==> src/rtl/pcr_pkg.sv <==
// Shared types, constants and segment tables for the piecewise cubic rigidity unit.
// Coefficient tables are built at elaboration from their decimal forms.
// Used by every module of the unit and by its checker.
package pcr_pkg;

	localparam int TK_W = 17;
	localparam int T_W = 18;
	localparam int X_W = 17;
	localparam int NSEG = 11;
	localparam int SEG_W = 4;
	localparam int RIG_W = 40;
	localparam int LIM_W = 2;

	localparam int A3_W = 41;
	localparam int A2_W = 47;
	localparam int A1S_W = 44;
	localparam int A0S_W = 48;
	localparam int P1_W = A3_W + X_W;
	localparam int H1_W = 50;
	localparam int P2_W = H1_W + X_W;
	localparam int H2_W = 50;
	localparam int P3_W = H2_W + X_W;
	localparam int H3_W = 58;
	localparam int V_W = H3_W - 17;

	localparam logic [TK_W-1:0] TK_MAX = 17'd102399;
	localparam logic signed [T_W-1:0] ZERO_C_Q8 = 18'sd69926;
	localparam logic [RIG_W-1:0] NEG_FILL = 40'd1000000;
	localparam logic [RIG_W-1:0] RIG_MAX = {RIG_W{1'b1}};

	typedef enum logic [LIM_W-1:0] {
		LIM_NONE = 2'd0,
		LIM_NEG  = 2'd1,
		LIM_SAT  = 2'd2
	} lim_t;

	// One classified item passed from the front to the back.
	typedef struct packed {
		logic [SEG_W-1:0]       seg;
		logic signed [X_W-1:0]  x;
	} job_t;

	// value*1e15 to Q24 of value*1e9, rounded half up on the magnitude
	function automatic longint mq(input longint m);
		longint q;
		longint r;
		q = m / 64'sd1000000;
		r = m % 64'sd1000000;
		return q * 64'sd16777216 + (r * 64'sd16777216 + 64'sd500000) / 64'sd1000000;
	endfunction

	localparam logic signed [T_W-1:0] SEG_TOP [NSEG-1] = '{
		-18'sd10240, -18'sd8960, -18'sd7680, -18'sd6400, -18'sd5120,
		-18'sd3840, -18'sd2560, -18'sd1280, -18'sd512, -18'sd256
	};

	localparam logic signed [T_W-1:0] SEG_SHIFT [NSEG] = '{
		18'sd12800, 18'sd10240, 18'sd8960, 18'sd7680, 18'sd6400, 18'sd5120,
		18'sd3840, 18'sd2560, 18'sd1280, 18'sd512, 18'sd256
	};

	localparam logic signed [A3_W-1:0] A3_TAB [NSEG] = '{
		A3_W'(-mq(64'sd31098521204)),
		A3_W'(-mq(64'sd31098521204)),
		A3_W'(-mq(64'sd38394040864)),
		A3_W'(-mq(64'sd7037062330)),
		A3_W'(mq(64'sd905055684)),
		A3_W'(-mq(64'sd2025865930)),
		A3_W'(-mq(64'sd14464671112)),
		A3_W'(-mq(64'sd14230086582)),
		A3_W'(mq(64'sd22694046251)),
		A3_W'(mq(64'sd56280347425)),
		A3_W'(mq(64'sd56280347425))
	};

	localparam logic signed [A2_W-1:0] A2_TAB [NSEG] = '{
		A2_W'(mq(64'sd2234792114381)),
		A2_W'(mq(64'sd1301836478264)),
		A2_W'(mq(64'sd835358660205)),
		A2_W'(mq(64'sd259448047242)),
		A2_W'(mq(64'sd153892112291)),
		A2_W'(mq(64'sd167467947546)),
		A2_W'(mq(64'sd137079958603)),
		A2_W'(-mq(64'sd79890108083)),
		A2_W'(-mq(64'sd293341406806)),
		A2_W'(-mq(64'sd89094990549)),
		A2_W'(mq(64'sd79746051725))
	};

	// Linear and constant terms are stored already floored to Q16.
	localparam logic signed [A1S_W-1:0] A1S_TAB [NSEG] = '{
		A1S_W'(-mq(64'sd65051516643164) >>> 8),
		A1S_W'(-mq(64'sd29685230716715) >>> 8),
		A1S_W'(-mq(64'sd18999255024368) >>> 8),
		A1S_W'(-mq(64'sd13525221487131) >>> 8),
		A1S_W'(-mq(64'sd11458520689465) >>> 8),
		A1S_W'(-mq(64'sd9851720390281) >>> 8),
		A1S_W'(-mq(64'sd8328980859537) >>> 8),
		A1S_W'(-mq(64'sd8043031606935) >>> 8),
		A1S_W'(-mq(64'sd9909189181377) >>> 8),
		A1S_W'(-mq(64'sd11056498373441) >>> 8),
		A1S_W'(-mq(64'sd11065847312265) >>> 8)
	};

	localparam logic signed [A0S_W-1:0] A0S_TAB [NSEG] = '{
		A0S_W'(mq(64'sd1005181071430026) >>> 8),
		A0S_W'(mq(64'sd547046595232583) >>> 8),
		A0S_W'(mq(64'sd427279038455119) >>> 8),
		A0S_W'(mq(64'sd348367474730384) >>> 8),
		A0S_W'(mq(64'sd286347935684521) >>> 8),
		A0S_W'(mq(64'sd233015767004928) >>> 8),
		A0S_W'(mq(64'sd187690630500981) >>> 8),
		A0S_W'(mq(64'sd147664641279324) >>> 8),
		A0S_W'(mq(64'sd103673469719891) >>> 8),
		A0S_W'(mq(64'sd71918568763277) >>> 8),
		A0S_W'(mq(64'sd60829255746712) >>> 8)
	};

endpackage

==> src/rtl/pcr_in_if.sv <==
// Input channel of the rigidity unit: temperature items with valid/ready.
// Depends on pcr_pkg for field widths.
interface pcr_in_if;
	logic                        valid;
	logic                        ready;
	logic [pcr_pkg::TK_W-1:0]    temperature_kelvin;

	modport source (output valid, output temperature_kelvin, input ready);
	modport sink (input valid, input temperature_kelvin, output ready);
endinterface

==> src/rtl/pcr_front.sv <==
// Front end: accepts temperatures, converts to Celsius, picks the segment and knot offset.
// Depends on pcr_pkg and pcr_in_if; feeds pcr_queue.
module pcr_front (
	input  logic                 clk,
	input  logic                 arst_n,
	pcr_in_if.sink               temp_in,
	output logic                 push_valid,
	input  logic                 push_ready,
	output pcr_pkg::job_t        push_data
);

	logic [pcr_pkg::TK_W-1:0]          tk_clamp;
	logic signed [pcr_pkg::T_W-1:0]    t_c;
	logic [pcr_pkg::SEG_W-1:0]         seg_c;
	logic signed [pcr_pkg::T_W-1:0]    x_full;
	pcr_pkg::job_t                     job_c;
	pcr_pkg::job_t                     job_q;
	logic                              job_valid_q;
	logic                              take;

	always_comb begin
		tk_clamp = (temp_in.temperature_kelvin > pcr_pkg::TK_MAX) ?
			pcr_pkg::TK_MAX : temp_in.temperature_kelvin;
		t_c = $signed({1'b0, tk_clamp}) - pcr_pkg::ZERO_C_Q8;
		seg_c = pcr_pkg::SEG_W'(pcr_pkg::NSEG - 1);
		// lowest matching bound wins
		for (int i = pcr_pkg::NSEG - 2; i >= 0; i--) begin
			if (t_c <= pcr_pkg::SEG_TOP[i]) begin
				seg_c = pcr_pkg::SEG_W'(i);
			end
		end
		x_full = t_c + pcr_pkg::SEG_SHIFT[seg_c];
		job_c.seg = seg_c;
		job_c.x = x_full[pcr_pkg::X_W-1:0];
	end

	assign temp_in.ready = !job_valid_q || push_ready;
	assign take = temp_in.valid && temp_in.ready;

	always_ff @(posedge clk or negedge arst_n) begin
		if (!arst_n) begin
			job_valid_q <= 1'b0;
		end else if (temp_in.ready) begin
			job_valid_q <= temp_in.valid;
		end
	end

	always_ff @(posedge clk) begin
		if (take) begin
			job_q <= job_c;
		end
	end

	assign push_valid = job_valid_q;
	assign push_data = job_q;

endmodule

==> src/flat_wrapper.sv <==
// flat-port wrapper written by rule: the top's interface ports become plain ports
module pcr_front_flat 
  (clk, arst_n, push_valid, push_ready, push_data, temp_in_valid, temp_in_temperature_kelvin, temp_in_ready);
  pcr_in_if temp_in_i ();
  input  logic clk;
  input  logic arst_n;
  output logic push_valid;
  input  logic push_ready;
  output pcr_pkg::job_t push_data;
  input wire logic [$bits(temp_in_i.valid)-1:0] temp_in_valid;
  input wire logic [$bits(temp_in_i.temperature_kelvin)-1:0] temp_in_temperature_kelvin;
  output wire logic [$bits(temp_in_i.ready)-1:0] temp_in_ready;
  assign temp_in_i.valid = temp_in_valid;
  assign temp_in_i.temperature_kelvin = temp_in_temperature_kelvin;
  assign temp_in_ready = temp_in_i.ready;
  pcr_front u_core (.clk(clk), .arst_n(arst_n), .temp_in(temp_in_i), .push_valid(push_valid), .push_ready(push_ready), .push_data(push_data));
endmodule
==> config.mk <==
export PLATFORM = sky130hd
export DESIGN_NAME = pcr_front_flat
export DESIGN_NICKNAME = d
export VERILOG_FILES = /design/src/rtl/pcr_pkg.sv /design/src/rtl/pcr_in_if.sv /design/src/rtl/pcr_front.sv /design/src/flat_wrapper.sv
export SDC_FILE = /design/constraint.sdc
export NUM_CORES = 1
export LEC_CHECK = 0
export BUFFER_PORTS_ARGS = -buffer_cell sky130_fd_sc_hd__buf_4
export CORE_MARGIN = 5
export CORE_UTILIZATION = 50
export CTS_BUF_LIST = sky130_fd_sc_hd__clkbuf_16
export CTS_CLUSTER_SIZE = 12
export DETAILED_ROUTE_END_ITERATION = 10
export GPL_TIMING_DRIVEN = 1
export PLACE_DENSITY = 0.76
export SYNTH_ARGS = -nofsm -noshare
export SYNTH_HDL_FRONTEND = slang
export SYNTH_SLANG_ARGS = --single-unit
==> constraint.sdc <==
create_clock -name clk -period 1.39 [get_ports clk]
set_clock_uncertainty 0.05 [all_clocks]
set_input_delay 0 -clock clk [delete_from_list [all_inputs] [get_ports clk]]
set_output_delay 0 -clock clk [all_outputs]
set_load 0.01 [all_outputs]
==> results by group, run 1 <==
STA
  – Worst endpoint after global-route timing repair: u_core.push_data[16]$_DFFE_PP_/D
  – Worst_ep kind: register data pin

GRT
  – Largest net degree at the start of global routing: 22
  – Grt total ovfl: 70
  – Global Route Usage Sum: 0.679

Die
  – Initial core utilization: 0.519
  – Die Height: 77.4 um
  – Boundary Pins: 44
  – FP Rows: 24
  – Die Wd: 77.4 um

Run status
  – Failed at: global routing (5_1_grt)
  – Outcome: aborted with a tool error
  – Err: [ERROR GRT-0232] Routing congestion too high. Check the congestion heatmap in the GUI.

Yosys
  – Post-Synth XOR/XNOR Area: 0.0462
  – Register area share after synthesis: 0.288
  – Distinct cells, synth: 69
  – Share of the synthesized area in the top cell type: 0.277
  – Synthesized-area fraction occupied by and/or/nand/nor cells: 0.222
  – Cell Area, Synth: around 0.0023 sq mm
  – Number of synthesized flops with an enable pin: 21
  – Mapped Nets: roughly 290
  – Yosys Warn Count: 0
  – Main combinational cell family by area after synthesis: compound AO/OA/AOI/OAI gates
  – Syn Area/Cell: 8.88 sq um
  – Synth Flop Type: edfxtp_1
  – Mux cell area share after synthesis: 0.0116
  – Synth area leaders: edfxtp_1 (28%), ha_1 (7.2%), xnor2_1 (3.9%)
  – Yosys reg bits: 22
  – Synth area leader: edfxtp_1
  – Async set or reset register ratio after synthesis: 0.0455
  – Compound-Gate Fraction of Synth Area: 0.286
  – Mapped Cells: 256
  – Adder-cell share of the synthesized area: 0.0804

Clock tree
  – Clk buf depth: 2
  – Total CTS buffers: 3
  – CTS root buf: clkbuf_16
  – CTS H-Tree Depth: 1
  – Clock sinks: 22

Placed design
  – Routability cong.: around 0.96
  – DP Wirelength: a little over 6000 um
  – Post-DP Area: 0.00349 sq mm
  – Inst Count DP: roughly 440
  – Count of buffers from port buffering: 43
## logic make-up after synthesis
kind of cell               count (synthesis)
and+or+nand+nor                           92
muxes                                      2
xor gates and xnor gates                  12
DFF                                       22
adders and majority gates                 14
buffers and inverters                     33
AOI/OAI and AO/OA                         81
## Yosys cell counts (all sizes together), types with 6 or more instances
| master | instances |
|---|---|
| ha | 13 |
| xnor2 | 10 |
| or3 | 6 |
| o21ai | 11 |
| inv | 18 |
| nand3 | 11 |
| buf | 11 |
| nor2 | 17 |
| a21oi | 16 |
| nand2b | 7 |
| nand2 | 18 |
| edfxtp | 21 |
## what timing repair did
item,in CTS
hold buffers,2
hold endpoints to repair,2
resized for setup,51
buffers inserted,18
pin swaps,9
endpoints found under the setup margin,15
## metrics by stage
stage           util  worst slack [ns]
2_1_floorplan      -             -3.53
3_3_place_gp   0.797             -3.52
3_5_place_dp   0.797             -3.60
4_1_cts        0.905             -3.34
## routing by layer
layer | GRT overflow | GRT usage
met1 | 1 | 0.664
met3 | 0 | 0.494
met4 | 36 | 0.768
met5 | 0 | 0.0333
met2 | 33 | 0.852
==> run 2: changes to the inputs <==
--- a/config.mk
+++ b/config.mk
@@ -7,12 +7,10 @@
 export LEC_CHECK = 0
 export BUFFER_PORTS_ARGS = -buffer_cell sky130_fd_sc_hd__buf_4
 export CORE_MARGIN = 5
-export CORE_UTILIZATION = 50
-export CTS_BUF_LIST = sky130_fd_sc_hd__clkbuf_16
-export CTS_CLUSTER_SIZE = 12
+export CORE_UTILIZATION = 35
 export DETAILED_ROUTE_END_ITERATION = 10
 export GPL_TIMING_DRIVEN = 1
-export PLACE_DENSITY = 0.76
+export PLACE_DENSITY_LB_ADDON = 0.15
 export SYNTH_ARGS = -nofsm -noshare
 export SYNTH_HDL_FRONTEND = slang
 export SYNTH_SLANG_ARGS = --single-unit
==> constraint.sdc (replaced) <==
create_clock -name clk -period 1.8 [get_ports clk]
set_clock_uncertainty 0.05 [all_clocks]
set_input_delay 0 -clock clk [delete_from_list [all_inputs] [get_ports clk]]
set_output_delay 0 -clock clk [all_outputs]
set_load 0.01 [all_outputs]
==> results by group, run 2 <==
Yosys
  – Mapped Cells: around 260
  – Main combinational cell family by area after synthesis: compound AO/OA/AOI/OAI gates
  – Mapped Nets: slightly below 300
  – Compound-Gate Fraction of Synth Area: 0.286
  – Share of the synthesized area in the top cell type: 0.277
  – Mux cell area share after synthesis: 0.0116
  – Register area share after synthesis: 0.288
  – Syn Area/Cell: slightly below 9 sq um
  – Synth Flop Type: edfxtp_1
  – Yosys reg bits: 22
  – Async set or reset register ratio after synthesis: 0.0455
  – Cell Area, Synth: 0.00227 sq mm
  – Synthesized-area fraction occupied by and/or/nand/nor cells: 0.222
  – Synth area leaders: edfxtp_1 (28%), ha_1 (7.2%), xnor2_1 (3.9%)
  – Adder-cell share of the synthesized area: 0.0804
  – Yosys Warn Count: 0
  – Distinct cells, synth: between 60 and 70
  – Synth area leader: edfxtp_1
  – Dominant cell by count in the synthesized netlist: edfxtp_1
  – Number of synthesized flops with an enable pin: 21
  – Post-Synth XOR/XNOR Area: 0.0462
  – Post-synth top cells: edfxtp_1 (21), nand2_1 (17), nor2_1 (16), a21oi_1 (15), inv_1 (14)

Layout
  – Layout cell share with drive strength beyond 1: 0.580
  – Nets: 450
  – Number of flip-flops in the largest register: 21
  – Finished Layout Cells: ~490
  – Most common cell after layout, fill and taps aside: buf_4
  – Commonest cells after routing, fill and taps aside: buf_4 (154), edfxtp_1 (21), nand2_1 (16)
  – Area growth, synth to finish: 79.1%
  – # diodes: 0
  – # fillers: 510

Clock tree
  – Total CTS buffers: 3
  – CTS H-Tree Depth: 1
  – CTS tree: done
  – Worst-Skew Late Latency: 0.26 ns
  – Clk buf depth: 2
  – CTS root buf: clkbuf_8
  – Reg clk slew, reported paths: about 0.090 ns
  – Clock sinks: 22

Detailed routing
  – Routed len/inst: 15.2 um
  – Remaining DRCs: 0
  – ANT nets after route: 0
  – DR vias: roughly 2600
  – Router iterations before antenna repair: 4
  – DR iter-0 viols: ~100
  – Vias per Instance: approximately 5.3
  – Post-Route WL: approximately 7400 um

Pwr
  – Cell Pwr Density: 604 mW/mm^2
  – Leak: about 1.8 nW
  – VDD IR max: ~0.56 mV

Worst setup path
  – WP buf/inv: 4
  – Critical Path RT: 1.78 ns
  – CP Capture Type: flip-flop
  – Worst-path cell chain: buf_6 -> o311ai_4 -> nand2b_1 -> ha_4 -> o311a_4 -> o31a_4 -> xnor2_2 -> and2_4 -> or4_4 -> o221ai_4 -> inv_2 -> a21oi_4 -> o21ai_2 -> buf_4 -> buf_4 -> ha_4 -> o221a_4 -> ha_4 -> a21o_1 -> a21oi_2 -> o21bai_1 -> a21oi_2 -> nor2_1 -> xnor2_1
  – Max FO, Critical Path: 7
  – Crit start category: input port
  – Max stage delay cell, worst path: or4_4
  – Critical Path AT: between 4 and 5 ns
  – Setup CP Type: input port to flip-flop
  – CP max stage delay: about 0.55 ns
  – Most used cell, CP: ha_4
  – Largest delay share family, worst path: compound AO/OA/AOI/OAI gates

STA
  – Period Utilization, post-route: 2.58
  – Hold Fails Final Rpt: 0
  – Fin worst setup slack: -2.85 ns
  – # setup viols final: 13
  – Final Max Tran Viols: 0
  – Worst slew margin: 0.609
  – Post-Route Hold Slack: between 0.05 and 0.06 ns
  – Max frequency: about 0.22 GHz
  – RSZ-0062 raised after global routing: yes
  – Slew of the pin with the lowest slew margin: between 0.5 and 0.6 ns
  – Final worst path period need: 4.65 ns

GRT
  – Initial antenna violation count: 0
  – Grt total ovfl: 0
  – Global Route Usage Sum: 0.176
  – Largest net degree at the start of global routing: 22
  – Vias in the first global route: 2582
  – First-pass GRT wire length: roughly 12000 um

Die
  – Die Wd: around 91 um
  – Boundary Pins: 44
  – Die area: slightly above 0.008 sq mm
  – Die Height: around 91 um
  – Core ar.: approximately 0.0063 sq mm
  – Initial core utilization: 0.358
  – FP Rows: 29

Placed design
  – DP Wirelength: 5610 um
  – Inst Count DP: approximately 460
  – Count of buffers from port buffering: 43
  – Routability cong.: about 0.9

Job
  – MaxCap Viol Count: 0

Run status
  – Failing checks: negative setup slack
  – Outcome: finished with violations

Worst hold path
  – Tightest Hold Check Type: input port to flip-flop
## run 2: stage by stage
step,instance area (sq um),utilization,setup TNS (ns),setup WS (ns),power [mW]
2_1_floorplan,2410,-,-30.63,-3.12,1.27
3_3_place_gp,3500,0.551,-32.74,-3.21,1.77
3_5_place_dp,3500,0.551,-33.85,-3.29,1.79
4_1_cts,3940,0.620,-27.61,-2.77,2.40
5_1_grt,4070,0.641,-30.44,-3.03,2.61
6_report,4070,0.641,-28.42,-2.85,2.46
## run 2: path summary, 6_finish.rpt
check | from | to | slack [ns] | cells past startpoint
max in group asynchronous | arst_n | u_core.push_valid | 1.09 | 3
min reg2reg | u_core.push_valid | u_core.push_data[12] | 0.97 | 3
min | temp_in_temperature_kelvin[4] | u_core.push_data[4] | 0.05 | 3
max | temp_in_temperature_kelvin[12] | u_core.push_data[16] | -2.85 | 24
min in group asynchronous | arst_n | u_core.push_valid | 0.51 | 3
max reg2reg | u_core.push_valid | u_core.push_data[2] | 0.51 | 3
## run 2: power breakdown
| part | total [mW] | switching [mW] | internal [mW] |
|---|---|---|---|
| clock | 0.458 | 0.161 | 0.297 |
| combinational | 1.34 | 0.616 | 0.722 |
| sequential | 0.664 | 0.0144 | 0.649 |
| total | 2.46 | 0.792 | 1.67 |
## run 2: timing repair
action	CTS	global route
pin swaps	16	5
setup endpoints to repair	13	14
resized for setup	44	13
buffers inserted	12	8
cloned	0	0
hold buffers	4	0
endpoints found under the hold margin	2	0
## run 2: cell type report
cell class | instances | area, sq um | area share
clock inverter | 1 | 30.0 | 0.00738
multi-input combinational | 201 | 1860 | 0.458
timing repair buffer | 168 | 1310 | 0.321
tap | 77 | 96.3 | 0.0237
clock buffer | 3 | 41.3 | 0.0101
sequential | 22 | 656 | 0.161
inverter | 19 | 76.3 | 0.0187
## run 2: kinds of logic (layout without fill, tap and decap cells)
family / after synthesis / in the layout
AOI/OAI and AO/OA: 81 / 81
xor gates and xnor gates: 12 / 12
adders and majority gates: 14 / 14
buffers and inverters: 33 / 191
DFF: 22 / 22
muxes: 2 / 2
and+or+nand+nor: 92 / 92
## run 2: worst reg2reg max path: stages (launching register included)
cell and delay [ns]:
dfrtp_1 0.39, nand2b_1 0.11, and2_1 0.13, buf_4 0.28
## run 2: layer usage
layer	vias to the layer above	part of all wire	track usage
met1	1214	0.44	0.241
met5	-	0	0
met4	0	0.015	0.0583
met3	8	0.055	0.0150
li1	1296	-	-
met2	68	0.49	0.289
Note: power is estimated with default switching activity, not from simulation.
