--- src/rtl/pcr_pkg.sv ---
// Shared types, constants and segment tables for the piecewise cubic rigidity unit.
// Coefficient tables are built at elaboration from their decimal forms.
// Used by every module of the unit and by its checker.
package pcr_pkg;

	localparam int TK_W = 17;
	localparam int T_W = 18;
	localparam int X_W = 17;
	localparam int NSEG = 11;
	localparam int SEG_W = 4;
	localparam int RIG_W = 40;
	localparam int LIM_W = 2;

	localparam int A3_W = 41;
	localparam int A2_W = 47;
	localparam int A1S_W = 44;
	localparam int A0S_W = 48;
	localparam int P1_W = A3_W + X_W;
	localparam int H1_W = 50;
	localparam int P2_W = H1_W + X_W;
	localparam int H2_W = 50;
	localparam int P3_W = H2_W + X_W;
	localparam int H3_W = 58;
	localparam int V_W = H3_W - 17;

	localparam logic [TK_W-1:0] TK_MAX = 17'd102399;
	localparam logic signed [T_W-1:0] ZERO_C_Q8 = 18'sd69926;
	localparam logic [RIG_W-1:0] NEG_FILL = 40'd1000000;
	localparam logic [RIG_W-1:0] RIG_MAX = {RIG_W{1'b1}};

	typedef enum logic [LIM_W-1:0] {
		LIM_NONE = 2'd0,
		LIM_NEG  = 2'd1,
		LIM_SAT  = 2'd2
	} lim_t;

	// One classified item passed from the front to the back.
	typedef struct packed {
		logic [SEG_W-1:0]       seg;
		logic signed [X_W-1:0]  x;
	} job_t;

	// value*1e15 to Q24 of value*1e9, rounded half up on the magnitude
	function automatic longint mq(input longint m);
		longint q;
		longint r;
		q = m / 64'sd1000000;
		r = m % 64'sd1000000;
		return q * 64'sd16777216 + (r * 64'sd16777216 + 64'sd500000) / 64'sd1000000;
	endfunction

	localparam logic signed [T_W-1:0] SEG_TOP [NSEG-1] = '{
		-18'sd10240, -18'sd8960, -18'sd7680, -18'sd6400, -18'sd5120,
		-18'sd3840, -18'sd2560, -18'sd1280, -18'sd512, -18'sd256
	};

	localparam logic signed [T_W-1:0] SEG_SHIFT [NSEG] = '{
		18'sd12800, 18'sd10240, 18'sd8960, 18'sd7680, 18'sd6400, 18'sd5120,
		18'sd3840, 18'sd2560, 18'sd1280, 18'sd512, 18'sd256
	};

	localparam logic signed [A3_W-1:0] A3_TAB [NSEG] = '{
		A3_W'(-mq(64'sd31098521204)),
		A3_W'(-mq(64'sd31098521204)),
		A3_W'(-mq(64'sd38394040864)),
		A3_W'(-mq(64'sd7037062330)),
		A3_W'(mq(64'sd905055684)),
		A3_W'(-mq(64'sd2025865930)),
		A3_W'(-mq(64'sd14464671112)),
		A3_W'(-mq(64'sd14230086582)),
		A3_W'(mq(64'sd22694046251)),
		A3_W'(mq(64'sd56280347425)),
		A3_W'(mq(64'sd56280347425))
	};

	localparam logic signed [A2_W-1:0] A2_TAB [NSEG] = '{
		A2_W'(mq(64'sd2234792114381)),
		A2_W'(mq(64'sd1301836478264)),
		A2_W'(mq(64'sd835358660205)),
		A2_W'(mq(64'sd259448047242)),
		A2_W'(mq(64'sd153892112291)),
		A2_W'(mq(64'sd167467947546)),
		A2_W'(mq(64'sd137079958603)),
		A2_W'(-mq(64'sd79890108083)),
		A2_W'(-mq(64'sd293341406806)),
		A2_W'(-mq(64'sd89094990549)),
		A2_W'(mq(64'sd79746051725))
	};

	// Linear and constant terms are stored already floored to Q16.
	localparam logic signed [A1S_W-1:0] A1S_TAB [NSEG] = '{
		A1S_W'(-mq(64'sd65051516643164) >>> 8),
		A1S_W'(-mq(64'sd29685230716715) >>> 8),
		A1S_W'(-mq(64'sd18999255024368) >>> 8),
		A1S_W'(-mq(64'sd13525221487131) >>> 8),
		A1S_W'(-mq(64'sd11458520689465) >>> 8),
		A1S_W'(-mq(64'sd9851720390281) >>> 8),
		A1S_W'(-mq(64'sd8328980859537) >>> 8),
		A1S_W'(-mq(64'sd8043031606935) >>> 8),
		A1S_W'(-mq(64'sd9909189181377) >>> 8),
		A1S_W'(-mq(64'sd11056498373441) >>> 8),
		A1S_W'(-mq(64'sd11065847312265) >>> 8)
	};

	localparam logic signed [A0S_W-1:0] A0S_TAB [NSEG] = '{
		A0S_W'(mq(64'sd1005181071430026) >>> 8),
		A0S_W'(mq(64'sd547046595232583) >>> 8),
		A0S_W'(mq(64'sd427279038455119) >>> 8),
		A0S_W'(mq(64'sd348367474730384) >>> 8),
		A0S_W'(mq(64'sd286347935684521) >>> 8),
		A0S_W'(mq(64'sd233015767004928) >>> 8),
		A0S_W'(mq(64'sd187690630500981) >>> 8),
		A0S_W'(mq(64'sd147664641279324) >>> 8),
		A0S_W'(mq(64'sd103673469719891) >>> 8),
		A0S_W'(mq(64'sd71918568763277) >>> 8),
		A0S_W'(mq(64'sd60829255746712) >>> 8)
	};

endpackage

--- src/rtl/pcr_queue.sv ---
// Short FIFO of classified items between the front and the back.
// Depends on pcr_pkg for the entry type.
module pcr_queue #(
	parameter int DEPTH = 4
) (
	input  logic                 clk,
	input  logic                 arst_n,
	input  logic                 push_valid,
	output logic                 push_ready,
	input  pcr_pkg::job_t        push_data,
	output logic                 pop_valid,
	input  logic                 pop_ready,
	output pcr_pkg::job_t        pop_data
);

	localparam int PTR_W = $clog2(DEPTH);
	localparam int CNT_W = $clog2(DEPTH + 1);

	pcr_pkg::job_t        mem_q [DEPTH];
	logic [PTR_W-1:0]     wr_ptr_q;
	logic [PTR_W-1:0]     rd_ptr_q;
	logic [CNT_W-1:0]     count_q;
	logic                 push;
	logic                 pop;

	assign push_ready = (count_q != CNT_W'(DEPTH));
	assign pop_valid = (count_q != '0);
	assign push = push_valid && push_ready;
	assign pop = pop_valid && pop_ready;
	assign pop_data = mem_q[rd_ptr_q];

	always_ff @(posedge clk or negedge arst_n) begin
		if (!arst_n) begin
			wr_ptr_q <= '0;
			rd_ptr_q <= '0;
			count_q <= '0;
		end else begin
			if (push) begin
				wr_ptr_q <= (wr_ptr_q == PTR_W'(DEPTH - 1)) ? '0 : wr_ptr_q + 1'b1;
			end
			if (pop) begin
				rd_ptr_q <= (rd_ptr_q == PTR_W'(DEPTH - 1)) ? '0 : rd_ptr_q + 1'b1;
			end
			if (push && !pop) begin
				count_q <= count_q + 1'b1;
			end else if (pop && !push) begin
				count_q <= count_q - 1'b1;
			end
		end
	end

	always_ff @(posedge clk) begin
		if (push) begin
			mem_q[wr_ptr_q] <= push_data;
		end
	end

endmodule

--- config.mk ---
export PLATFORM = sky130hd
export DESIGN_NAME = pcr_queue
export DESIGN_NICKNAME = d
export VERILOG_FILES = /design/src/rtl/pcr_pkg.sv /design/src/rtl/pcr_queue.sv
export SDC_FILE = /design/constraint.sdc
export NUM_CORES = 1
export LEC_CHECK = 0
export BUFFER_PORTS_ARGS = -buffer_cell sky130_fd_sc_hd__buf_2
export CORE_MARGIN = 10
export CORE_UTILIZATION = 34
export CTS_BUF_LIST = sky130_fd_sc_hd__clkbuf_8
export CTS_CLUSTER_DIAMETER = 100
export DETAILED_ROUTE_END_ITERATION = 6
export SYNTH_ARGS = -nofsm -noshare
export SYNTH_HDL_FRONTEND = slang
export SYNTH_SLANG_ARGS = --single-unit
--- constraint.sdc ---
create_clock -name clk -period 2.5 [get_ports clk]
set_clock_uncertainty 0.2 [all_clocks]
set_input_delay 0.375 -clock clk [delete_from_list [all_inputs] [get_ports clk]]
set_output_delay 0.375 -clock clk [all_outputs]
set_load 0.01 [all_outputs]
Word level (Yosys, flattened, before mapping)
Memories as Yosys holds them, arrays and structs flattened.
Index checks and enable logic that the tools add are counted.
{ "op_classes": {"add_sub_neg": 4, "n_mul": 0, "div": 0, "order_cmp": 0, "n_eq_ne": 3, "shifts": 0, "n_mux": 6, "bitwise": 0, "reduce_logical": 8} }
{ "ops": {"columns": ["op", "n"], "rows": [
  ["2-to-1 mux 3 bit", 2],
  ["adder 2 x 1 -> 2 bit, second input constant", 2],
  ["equality test 2 bit, second input constant", 2],
  ["logical AND 1 bit", 4],
  ["2-to-1 mux 2 bit", 2],
  ["adder 3 x 1 -> 3 bit, second input constant", 1],
  ["!= test 3 bit, second input constant", 1],
  ["nonzero test 3 bit", 1],
  ["subtractor 3 x 1 -> 3 bit, second input constant", 1],
  ["logical NOT 1 bit", 2],
  ["2-to-1 mux 1 bit", 2],
  ["nonzero test 2 bit", 1]
]} }
{ "totals": {"reg_bits": 7, "latch_bits": 0, "ram_bits": 84, "rom_bits": 0, "in_bits": 25, "out_inout_bits": 23, "word_cells": 25, "memories": 1} }
{ "memory_table": {"columns": ["name", "words", "width", "rd", "rd_clocked_by_memory_dff", "write_ports", "line", "rtl"], "rows": [
  ["mem_q", 4, 21, 1, 0, 1, "pcr_queue.sv:19", "pcr_pkg::job_t mem_q [DEPTH];"]
]} }

Longest topological paths before layout
Gate-level depths: netlist (run 1).
{ "logic_depth": {"word_depth": 6, "mapped_depth": 8, "mapped_depth_nobuf": 8} }

Worst setup path after synthesis (run 1)
Ideal clock, no wire load.
{ "synth_timing": {"path_kind": "reg-to-reg", "startpoint": "reg count_q[1]", "endpoint": "reg count_q[2]", "setup_ns": 0.079, "arrival_ns": 1.873, "t_required_ns": 2.221, "slack_ns": 0.348, "path_stages_with_launch": 9, "path_buffers": 0, "period_less_slack_ns": 2.152, "path_cell_list": "dfrtp_1 or3_4 nand2_2 ha_1 inv_1 fa_1 xor2_1 nor2_1 xor2_1"} }
{ "synth_via": {"elab_chain_len": 5, "elab_cells_between_ends": 13, "cone_classes": "add/sub (2); eq/ne (1); mux (2); reduce/logical (8)"} }
{ "synth_rtl": {"columns": ["element", "line", "rtl"], "rows": [
  ["from (decl)", "pcr_queue.sv:22", "logic [CNT_W-1:0] count_q;"],
  ["from (signal assigned)", "pcr_queue.sv:45", "count_q <= count_q + 1'b1;"],
  ["from (signal assigned)", "pcr_queue.sv:47", "count_q <= count_q - 1'b1;"],
  ["nonzero test 3 bit *", "pcr_queue.sv:27", "assign pop_valid = (count_q != '0);"],
  ["via pop_valid", "pcr_queue.sv:11", "output logic pop_valid,"],
  ["logical AND 1 bit *", "pcr_queue.sv:29", "assign pop = pop_valid && pop_ready;"],
  ["logical NOT 1 bit", "pcr_queue.sv:44", "if (push && !pop) begin"],
  ["logical AND 1 bit", "pcr_queue.sv:44", null],
  ["2-to-1 mux 3 bit / nonzero test 2 bit (equally long branches)", null, null]
]} }
Mark *: on every way through the listed nets, which the timed path passes. The rest lies on a longest branch. The select of a mux whose other input is x is not followed.
A chain may end at the register's enable or synchronous reset.

==> key figures, run 1 <==
Outcome
  • Outcome: finished clean

Clock network
  • CTS tree: built
  • Clock transition at path regs: 0.08 ns
  • H-tree depth: 3
  • Clock sink total: 91
  • CTS Buffer Depth: 2
  • CTS Buf Count: 9
  • Post-CTS resize count: 0
  • CTS Root Cell: clkbuf_8
  • Clk_lat worst skew: around 0.34 ns

Layout
  • Storage element area: 2700 µm²
  • Fillers: 943
  • Nets: between 200 and 250
  • Utilization after layout: between 40% and 50%
  • Footprint of the multi-input gates: about 730 µm²
  • Share of post-route cells with drive strength above 1: 45.9%
  • Non-Filler Instances: 354
  • Area Overhead vs Synth: 19.2%
  • Antenna cells: 0

Power
  • Final total power: approximately 0.0047 W
  • Leak Pwr: around 1.5 nW
  • Power Density: 1110 nW/µm²
  • Worst VDD drop: 0.438 mV

Timing
  • Worst Max-Slew Pin Slew: 0.304 ns
  • RSZ-0062 raised after global routing: false
  • PnR worst setup slack: 0.231 ns
  • Final period util: between 90 and 100%
  • Final Slew Violations: 0
  • Fin crit period: 2.27 ns
  • Rel. slew slack: 79.8%
  • Max Clock Freq: 441 MHz
  • Final-report setup violation count: 0
  • Hold Violations, Final: 0
  • Setup_tns: 0 ns

Global route
  • Overall global routing resource usage: 8.86%
  • GRT Residual Overflow: 0
  • Largest net degree at the start of global routing: 19
  • Initial antenna violation count: 0
  • First-pass GRT wire length: 9.76 mm
  • Vias in the first global route: between 1,500 and 2,000

Floorplan
  • Area of the core: 10,200 µm²
  • Total Die Area: 14,800 µm²
  • Die Ht: around 120 µm
  • Io pins: 48
  • Initial Utilization: about a third
  • Chip width: 122 µm
  • FP Rows: 37

Routing
  • DRT Pass-1 Iters: 4
  • Antenna Nets Post-Route: 0
  • DR WL/cell: approximately 18 µm
  • DRT iter0 DRCs: 122
  • Residual DRC count: 0
  • Vias post-DR: 1,633
  • Drt via density: about 4.6
  • Routed WL: about 6.3 mm

Hold path
  • WHS Endpoint: mem_q[0][10]$_DFFE_PP_
  • Hold Path Depth: 1
  • Hold Path Class: in2reg
  • HP Start: push_data[10]

Synth
  • Synth Net Count: 179
  • Distinct cells, synth: 19
  • Yosys reg bits: 91
  • Synth Area per Inst: 23.8 µm²
  • Cells after Synth: 147
  • Mapped cell area: 3500 µm²
  • Post-synthesis sequential area ratio: about three quarters
  • Yosys warning count: 0

Worst setup path
  • Reg2Reg Setup Slack: 0.25 ns
  • WP buf/inv: 2
  • Worst-path cell chain: buf_4 > mux4_2 > buf_2
  • Data required, critical path: 1.92 ns
  • CP arrival: 1.69 ns
  • Critical path's top delay family: multiplexers
  • Register-to-Register Path Depth: 8
  • Crit. End Element: output pin
  • RR Startpoint: count_q[0]$_DFFE_PN0P_
  • Crit path max fanout: 10
  • CP peak stage delay: 0.54 ns
  • Worst R2R End: count_q[2]$_DFFE_PN0P_
  • Crit Path Category: reg2out
  • CP max-delay cell: mux4_2
  • Startpoint Class: flip-flop

Placement
  • Placement Setup Slack: 0.277 ns
  • HPWL Detailed: 4.35 mm
  • GP Congestion: 0.679
  • Buffers on Ports: 47
  • Post-placement cell count: between 300 and 400

Job
  • Max Cap Viol: 0
-- cell usage after synthesis --
cell type	n	area, µm²
a21boi_2	1	11.3
and2_1	4	25.0
buf_12	2	40.0
buf_2	2	10.0
buf_6	1	11.3
dfrtp_1	7	175
edfxtp_1	84	2520
fa_1	1	20.0
ha_1	6	75.1
inv_1	3	11.3
mux2_2	5	56.3
mux4_1	3	78.8
mux4_2	18	405
nand2_1	1	3.75
nand2_2	1	6.26
nor2_1	4	15.0
or3_4	1	11.3
xnor2_1	1	8.76
xor2_1	2	17.5
-- stage by stage --
stage               area [µm²]  hold slack [ns]
finish                    4180           0.0469
global route              4180           0.0231
CTS                       4160           0.0207
detailed placement        3970           0.0244
global placement          3970           0.0259
floorplan                 3500           -0.121
-- repair_timing --
item,4_1_cts,5_1_grt
hold buffers,1,0
setup endpoints to repair,0,7
endpoints found under the hold margin,7,0
setup buffers,0,2
-- worst max path at each step --
stage	startpoint	end	slack, ns	depth (start not counted)
floorplan	count_q[1]$_DFFE_PN0P_	count_q[2]$_DFFE_PN0P_	0.35	8
global placement	count_q[1]$_DFFE_PN0P_	count_q[2]$_DFFE_PN0P_	0.31	8
detailed placement	count_q[0]$_DFFE_PN0P_	count_q[2]$_DFFE_PN0P_	0.28	8
CTS	rd_ptr_q[0]$_DFFE_PN0P_	pop_data[7]	0.004	3
global route	rd_ptr_q[0]$_DFFE_PN0P_	pop_data[7]	0.11	3
finish	rd_ptr_q[0]$_DFFE_PN0P_	pop_data[1]	0.23	3
-- state kept, by name, indices dropped and copies added (netlist names) --
register  flops
rd_ptr_q      2
mem_q        84
count_q       3
wr_ptr_q      2
-- power breakdown --
group,total (W),switching [W],internal [W]
Clock,0.000913,0.000463,0.000449
Sequential,0.00214,0.000116,0.00202
Combinational,0.00160,0.000800,0.000802
-- logic make-up (layout without fill, tap and decap cells) --
family	count (synthesis)	in the layout	synth area share (%)
flip-flops	91	91	77.0
multiplexers	26	26	15.4
AND/OR/NAND/NOR	11	11	1.75
buffers and inverters	8	79	2.07
adder cells (fa/ha/maj)	7	7	2.71
XOR/XNOR	3	3	0.750
AO/OA/AOI/OAI	1	1	0.321
-- layout by cell type, fill, tap and decap left out, types with 2 or more instances in the layout --
master    Yosys  final
nor2_1        4      4
dfrtp_1       7      6
buf_2         2     47
buf_4         0     10
mux4_2       18     18
mux4_1        3      3
inv_1         3      4
mux2_2        5      5
and2_1        4      4
edfxtp_1     84     84
xor2_1        2      2
clkbuf_8      0      9
ha_1          6      6
buf_12        2      3
-- layer usage --
metal | global-route usage [%] | wire (µm) | part of all wire [%]
met5 | 0 | 0 | 0
met3 | 4.00 | 392 | 6.2
met1 | 10.7 | 2780 | 44
met4 | 2.68 | 60 | 0.95
met2 | 14.0 | 3060 | 49
-- area by class of cell --
type / count / area share (%)
clock inverter: 6 / 1.41
inverter: 3 / 0.270
tap: 136 / 4.07
sequential: 91 / 64.6
multi-input combinational: 48 / 17.6
clock buffer: 9 / 2.96
timing repair buffer: 61 / 9.10
(Power assumes the default switching activity.)
==> inputs of run 2 (changes only) <==
--- a/config.mk
+++ b/config.mk
@@ -8,9 +8,10 @@
 export BUFFER_PORTS_ARGS = -buffer_cell sky130_fd_sc_hd__buf_2
 export CORE_MARGIN = 10
 export CORE_UTILIZATION = 34
-export CTS_BUF_LIST = sky130_fd_sc_hd__clkbuf_8
+export CTS_BUF_LIST = sky130_fd_sc_hd__clkbuf_4 sky130_fd_sc_hd__clkbuf_8 sky130_fd_sc_hd__clkbuf_16
 export CTS_CLUSTER_DIAMETER = 100
 export DETAILED_ROUTE_END_ITERATION = 6
+export REMOVE_ABC_BUFFERS = 1
 export SYNTH_ARGS = -nofsm -noshare
 export SYNTH_HDL_FRONTEND = slang
 export SYNTH_SLANG_ARGS = --single-unit
==> run 2 against run 1 <==
Register-to-register slack hardly changed. Hold slack got worse by 0.0099 ns. Cell count decreased by 1.1%. Non-clock buffer count down 5. Power shrank 2.8%. Critical path depth unchanged. Sequential power hardly changed. Critical endpoint is now pop_data[12].
==> key figures, run 2 (synthesized netlist as in run 1, its figures left out) <==
Outcome
  • Outcome: finished clean

Placement
  • Post-placement cell count: 333 (-0.89%)
  • HPWL Detailed: 4.06 mm (-6.6%)
  • Buffers on Ports: 47 (unchanged)
  • GP Congestion: 0.647 (-4.8%)

Worst setup path
  • Crit Path Category: reg2out
  • CP max-delay cell: dfrtp_1
  • Crit. End Element: output pin
  • Startpoint Class: flip-flop
  • Crit path max fanout: 11 (+1)
  • CP peak stage delay: 0.56 ns (+0.02 ns)
  • Data required, critical path: 1.92 ns (about the same)
  • CP arrival: 1.82 ns (+0.13 ns)
  • Critical path's top delay family: flip-flops
  • CP Depth: 3 (unchanged)
  • Register-to-Register Path Depth: 8 (unchanged)
  • WP buf/inv: 2 (unchanged)
  • Worst-path cell chain: buf_12 > mux4_1 > buf_2

Global route
  • Vias in the first global route: 1,749 (-2.1%)
  • GRT Residual Overflow: 0 (unchanged)
  • Overall global routing resource usage: 8.71% (-0.15 points)
  • Largest net degree at the start of global routing: 22 (+3)
  • Initial antenna violation count: 0 (unchanged)
  • First-pass GRT wire length: 9.58 mm (-1.8%)

Layout
  • Max FFs per register: 84 (unchanged)
  • Biggest regs: mem_q: 84 flops, count_q: 3 flops
  • Fillers: 935 (-0.85%)
  • Antenna cells: 0 (unchanged)
  • Area Overhead vs Synth: 17.4%
  • Most frequent cells in the layout: edfxtp_1 (84), buf_2 (47), mux4_2 (18), clkbuf_8 (9), dfrtp_1 (7)
  • Nets: 241 (-2.0%)
  • Share of post-route cells with drive strength above 1: 44.4% (-1.5 points)
  • Non-Filler Instances: 350 (-1.1%)
  • Biggest register: mem_q
  • Commonest non-fill, non-tap cell in the layout: edfxtp_1

Clock network
  • Clock transition at path regs: 0.09 ns (about the same)
  • CTS Buf Count: 9 (unchanged)
  • H-tree depth: 3 (unchanged)
  • Clk_lat worst skew: 0.35 ns (about the same)
  • CTS Buffer Depth: 2 (unchanged)
  • CTS tree: built
  • Post-CTS resize count: 0 (unchanged)
  • Clock sink total: 91 (unchanged)
  • CTS Root Cell: clkbuf_8

Routing
  • DR WL/cell: 17.4 µm (-2.3%)
  • Drt via density: 4.51 (-2.2%)
  • Vias post-DR: 1,579 (-3.3%)
  • DRT Pass-1 Iters: 4 (unchanged)
  • Antenna Nets Post-Route: 0 (unchanged)
  • Routed WL: 6.08 mm (-3.4%)
  • Residual DRC count: 0 (unchanged)
  • DRT iter0 DRCs: 115 (-5.7%)

Timing
  • Rel. slew slack: 76.8% (-2.9 points)
  • Hold Violations, Final: 0 (unchanged)
  • Final-report setup violation count: 0 (unchanged)
  • Final Slew Violations: 0 (unchanged)
  • RSZ-0062 raised after global routing: false
  • Final period util: 95.7% (+4.9 points)
  • Max Clock Freq: 418 MHz (-5.2%)
  • Fin crit period: 2.39 ns (+0.123 ns)
  • Setup_tns: 0 ns (unchanged)
  • Worst Max-Slew Pin Slew: 0.348 ns (+0.0440 ns)

Floorplan
  • Total Die Area: 14,800 µm² (unchanged)
  • Area of the core: 10,200 µm² (unchanged)
  • FP Rows: 37 (unchanged)
  • Io pins: 48 (unchanged)
  • Die Ht: 122 µm (unchanged)
  • Initial Utilization: 34.4% (unchanged)
  • Chip width: 122 µm (unchanged)

Job
  • Max Cap Viol: 0 (unchanged)

Power
  • Power Density: 1100 nW/µm² (-1.2%)
  • Leak Pwr: 1.44 nW (-2.7%)
  • Worst VDD drop: 0.542 mV (+24%)

Hold path
  • Hold Path Class: in2reg
  • Hold Path Depth: 1 (unchanged)
[run 2: worst register-to-register path, cell delays in order (launching register included)]
cell,delay (ns)
dfrtp_1,0.45
or3_4,0.40
nand2_2,0.10
ha_1,0.19
inv_1,0.06
fa_1,0.37
xor2_1,0.15
nor2_1,0.11
xor2_1,0.15
[run 2: final cells by class]
class	count	area [µm²]	share of cell area, %
well taps	136	170	4.14
inverters	3	11.3	0.274
clock buffers	9	124	3.01
clock inverters	7	45.0	1.10
multi-input cells	48	734	17.9
repair buffers	56	330	8.03
flip-flops and latches	91	2700	65.6
[run 2: worst paths after layout]
check,start,endpoint,slack [ns]
max,rd_ptr_q[0]$_DFFE_PN0P_,pop_data[12],0.11
min,push_data[10],mem_q[1][10]$_DFFE_PP_,0.04
max reg2reg,count_q[0]$_DFFE_PN0P_,count_q[2]$_DFFE_PN0P_,0.26
min reg2reg,count_q[2]$_DFFE_PN0P_,count_q[2]$_DFFE_PN0P_,0.34
max in group asynchronous,arst_n,rd_ptr_q[0]$_DFFE_PN0P_,1.77
min in group asynchronous,arst_n,count_q[2]$_DFFE_PN0P_,0.18
[run 2: timing repair]
action                                 CTS  global route
hold buffers                             1             0
buffers inserted                         0             0
endpoints found under the hold margin    7             0
[run 2: per-stage QoR]
step	util (%)	hold WS [ns]	power [W]	area, µm²	setup WS [ns]
after floorplan	-	-0.121	0.00311	3440	0.188
after global placement	38.6	0.0178	0.00376	3930	0.301
after detailed placement	38.6	0.0204	0.00378	3930	0.274
after CTS	40.4	0.0199	0.00463	4110	0.0742
after global routing	40.4	0.0143	0.00481	4110	0.0239
final	40.4	0.0370	0.00453	4110	0.107
[run 2: metal layers]
| metal | up-vias | wire [µm] | track usage, % |
|---|---|---|---|
| li1 | 725 | - | - |
| met1 | 815 | 2500 | 9.74 |
| met2 | 33 | 3190 | 14.6 |
| met4 | 0 | 69 | 2.91 |
| met3 | 6 | 324 | 3.72 |
| met5 | - | 0 | 0 |
[run 2: report_power, final]
part	internal [W]	switching, W	leakage, nW
registers	0.00202	0.000127	0.852
clock network	0.000355	0.000488	0.0803
logic	0.000763	0.000767	0.509
